## src/mrc_pkg.sv

```systemverilog
// shared types and constants for the matrix rotate clockwise unit
package mrc_pkg;

  localparam int MAX_DIM_DEFAULT    = 32;
  localparam int ELEM_WIDTH_DEFAULT = 32;
  localparam int DATA_W             = 32;
  localparam int CFG_W              = 6;
  localparam int CFG_INDEX_W        = 1;
  localparam int DIM_RESET          = 32;

  localparam logic [CFG_INDEX_W-1:0] REG_ROW_COUNT = 1'b0;
  localparam logic [CFG_INDEX_W-1:0] REG_COL_COUNT = 1'b1;

  typedef enum logic {
    OP_LOAD = 1'b0,
    OP_READ = 1'b1
  } op_t;

  typedef struct packed {
    logic              operation;
    logic [DATA_W-1:0] element_in;
  } in_item_t;

  typedef struct packed {
    logic [DATA_W-1:0] element_out;
    logic              last_element;
    logic              matrix_complete;
  } out_item_t;

  typedef struct packed {
    logic load;
    logic read;
  } ctrl_cmd_t;

  typedef struct packed {
    logic read_req;
  } dp_status_t;

endpackage

```

## src/mrc_ctrl.sv

```systemverilog
// controller state machine: sequences load and read transfers
module mrc_ctrl (
  input  logic                clk,
  input  logic                rst,
  input  logic                item_valid,
  output logic                item_stall,
  output logic                result_valid,
  input  logic                result_stall,
  input  mrc_pkg::dp_status_t status,
  output mrc_pkg::ctrl_cmd_t  cmd
);

  typedef enum logic {
    S_IDLE,
    S_RESULT
  } state_t;

  state_t state;
  logic   take;

  assign take      = item_valid && !item_stall;
  assign cmd.load  = take && !status.read_req;
  assign cmd.read  = take && status.read_req;

  always_ff @(posedge clk) begin
    if (rst) begin
      state        <= S_IDLE;
      item_stall   <= 1'b0;
      result_valid <= 1'b0;
    end else begin
      unique case (state)
        S_IDLE: begin
          if (take && status.read_req) begin
            state        <= S_RESULT;
            item_stall   <= 1'b1;
            result_valid <= 1'b1;
          end
        end
        S_RESULT: begin
          if (!result_stall) begin
            state        <= S_IDLE;
            item_stall   <= 1'b0;
            result_valid <= 1'b0;
          end
        end
      endcase
    end
  end

endmodule

```

## config.mk

```make
export PLATFORM = sky130hd
export DESIGN_NAME = mrc_ctrl
export DESIGN_NICKNAME = d
export VERILOG_FILES = /design/src/mrc_pkg.sv /design/src/mrc_ctrl.sv
export SDC_FILE = /design/constraint.sdc
export NUM_CORES = 1
export LEC_CHECK = 0
export ABC_AREA = 1
export BUFFER_PORTS_ARGS = -buffer_cell sky130_fd_sc_hd__buf_2
export CAP_MARGIN = 20
export CORE_AREA = 5 5 42 44
export DETAILED_ROUTE_END_ITERATION = 10
export DIE_AREA = 0 0 47 49
export PLACE_DENSITY_LB_ADDON = 0.05
export SLEW_MARGIN = 20
export SYNTH_ARGS = -nofsm -noshare
export SYNTH_HDL_FRONTEND = slang
export SYNTH_SLANG_ARGS = --single-unit
```

## constraint.sdc

```tcl
create_clock -name clk -period 0.8 [get_ports clk]
set_input_delay 0.08 -clock clk [delete_from_list [all_inputs] [get_ports clk]]
set_output_delay 0.08 -clock clk [all_outputs]
set_load 0.005 [all_outputs]
```

==> impl_results.md <==
* Root buffer cell: clkbuf_4
* GRT Util Overall at 0.04146
* Max incr delay on CP at 0.35 ns
* Ys Warns at 0
* Setup tns final at -0.3763 ns
* Endpoints failing setup at 4
* Minimum clock period at 0.9105 ns
* Unrepaired setup endpoints after global routing: yes
* Critical path capture point type: primary output
* Placeable Area at 0.001401 mm^2
* Syn nets at 24
* PortBufs at 8
* Final core occ at 0.1679
* Hold path startpoint: rst
* RD Place Congestion at 0.6644
* Met3 wire length at 38 um
* CTS sink count at 2
* CP Cell Sequence: inv_2, nand3_2, inv_1, buf_2
* Initial core utilization at 0.08482
* Seq/Total Area, Yosys at 0.3368
* FF-to-FF Start: result_valid
* Total wire length at 383 um
* Mapped Cells at 19
* Clock-pin slew on the worst setup and hold paths at 0.03 ns
* Ant diodes at 0
* CTS tree: yes
* Hold crit path type: in -> reg
* Final Hold Vio Count at 0
* Non-filler cells, final at 48
* Worst setup path category: reg -> out
* Final worst slack at -0.1105 ns
* Max-Cap Viols at 0
* CTS Buffer Depth at 2
* TritonCTS buffer count at 3
* Via count at 155
* Mapped cell area at 118.9 um^2
* Die span in y at 49 um
* Leak Pwr at 0.1344 nW
* Max IR drop VDD at 0.0004513 V
* Status: finished, violations left
* WL/cell at 7.979 um
* DP Wirelength at 317.7 um
* Initial antenna violation count at 0
* Tcrit/Tclk final at 1.138
* H-tree levels at 1
* Crit-path max FO at 5
* Final Slew Violations at 0
* Cell Pwr Density at 1785 mW/mm^2
* FP Rows at 14
* Wl on met1 at 154 um
* Clock Latency Late Sink at 0.22 ns
* IO Pins at 9
* Area Overhead vs Synth at 97.90%
* Placed insts at 43
* Fin nets at 39
* DRC Markers at 0
* Critical Path Source Type: register
* Tightest Pin Transition at 0.1066 ns
* Layout cells sized above 1 at 0.5938
* Vias in the first global route at 160
* Gr ovfl total at 0
* Met2 wire len at 190 um
* Post-route ant nets at 0
* Worst clock skew at 0.0001109 ns
* Arr. time, crit path at 0.83 ns
* Initial drt markers at 0
* Failing checks: negative setup slack
* Slowest CP cell: dfxtp_4
* Drt pass-1 iters at 1
* Fmax achieved at 1098 MHz
* Die area at 0.002303 mm^2
* Largest net degree at the start of global routing at 6
* Die X at 47 um
* Power consumption at 419.9 uW
* Avg Cell Area, Syn at 6.256 um^2
* Slew margin rel. at 0.9285
* Synth unique cells at 9
* Vias per cell at 3.229
* Data required time of the worst path at 0.72 ns
* First-pass GRT wire length at 627 um
* Top sig layer: met3
* Yosys reg bits at 2
* Setup crit start: result_valid
layout by cell type, fill, tap and decap left out, types with 2 or more instances in the layout:
cell / count
buf_2: 7
inv_1: 5
nand2_1: 3
clkbuf_4: 3
buf_4: 3
nor2_1: 2
nand3_1: 2
Yosys cell counts, drive strengths merged:
master	count	area (um^2)
nand3	3	20.02
dfxtp	2	40.04
nand2	3	11.26
buf	1	7.510
inv	6	22.52
nor3	1	5.000
nor2	2	7.510
a21oi	1	5.000
worst paths after layout:
kind | endpoint | slack, ns | depth (start not counted)
min reg2reg | state | 0.48 | 2
min | result_valid | 0.14 | 4
max reg2reg | state | -0.07 | 5
max | cmd[0] | -0.11 | 4
area by class of cell:
class	instances	area [um^2]
tap	16	20.02
clock buffer	3	22.52
inverter	6	22.52
sequential	2	43.79
multi-input combinational	10	57.56
timing repair buffer	11	68.82
fill	177	1166
through the flow:
| step | hold slack (ns) | worst slack (ns) | cell area (um^2) |
|---|---|---|---|
| floorplan | 0.1942 | 0.1255 | 118.9 |
| global placement | 0.3585 | 0.07466 | 178.9 |
| detailed placement | 0.3592 | 0.04275 | 178.9 |
| CTS | 0.1350 | -0.1302 | 235.2 |
| global route | 0.1499 | -0.1509 | 235.2 |
| finish | 0.1412 | -0.1105 | 235.2 |
repair_timing:
item,in CTS,in global routing
endpoints found under the setup margin,4,5
buffers inserted,2,0
gates resized for setup,6,0
hold buffers,0,0
pin swaps,1,1
gates cloned,0,0
critical path, delay by kind of cell (launching register included):
family | cells | cell delay [ns]
flops | 1 | 0.35
simple gates | 1 | 0.06
buf+inv | 3 | 0.21
per-layer routing:
| layer | global-route usage | vias to the layer above |
|---|---|---|
| li1 | - | 81 |
| met2 | 0.04751 | 5 |
| met3 | 0.03321 | 0 |
| met4 | 0.04147 | 0 |
| met1 | 0.04367 | 69 |
| met5 | 0 | - |
flip-flops by register name, indices dropped and copies added, names as in the netlist:
name and cells:
state 1, result_valid 1
power by group:
part	leakage, nW	switching (mW)	internal [mW]
logic	0.103	0.0370	0.0482
clock network	0.0138	0.0512	0.165
registers	0.0172	0.00947	0.109
total	0.134	0.0976	0.322
cells by family (layout without fill, tap and decap cells):
kind of cell | count (synthesis) | in the layout | share of synthesized area
simple gates | 9 | 9 | 0.3684
buf+inv | 7 | 20 | 0.2526
flops | 2 | 2 | 0.3369
compound gates | 1 | 1 | 0.04206
Note: power is estimated with default switching activity, not from simulation.
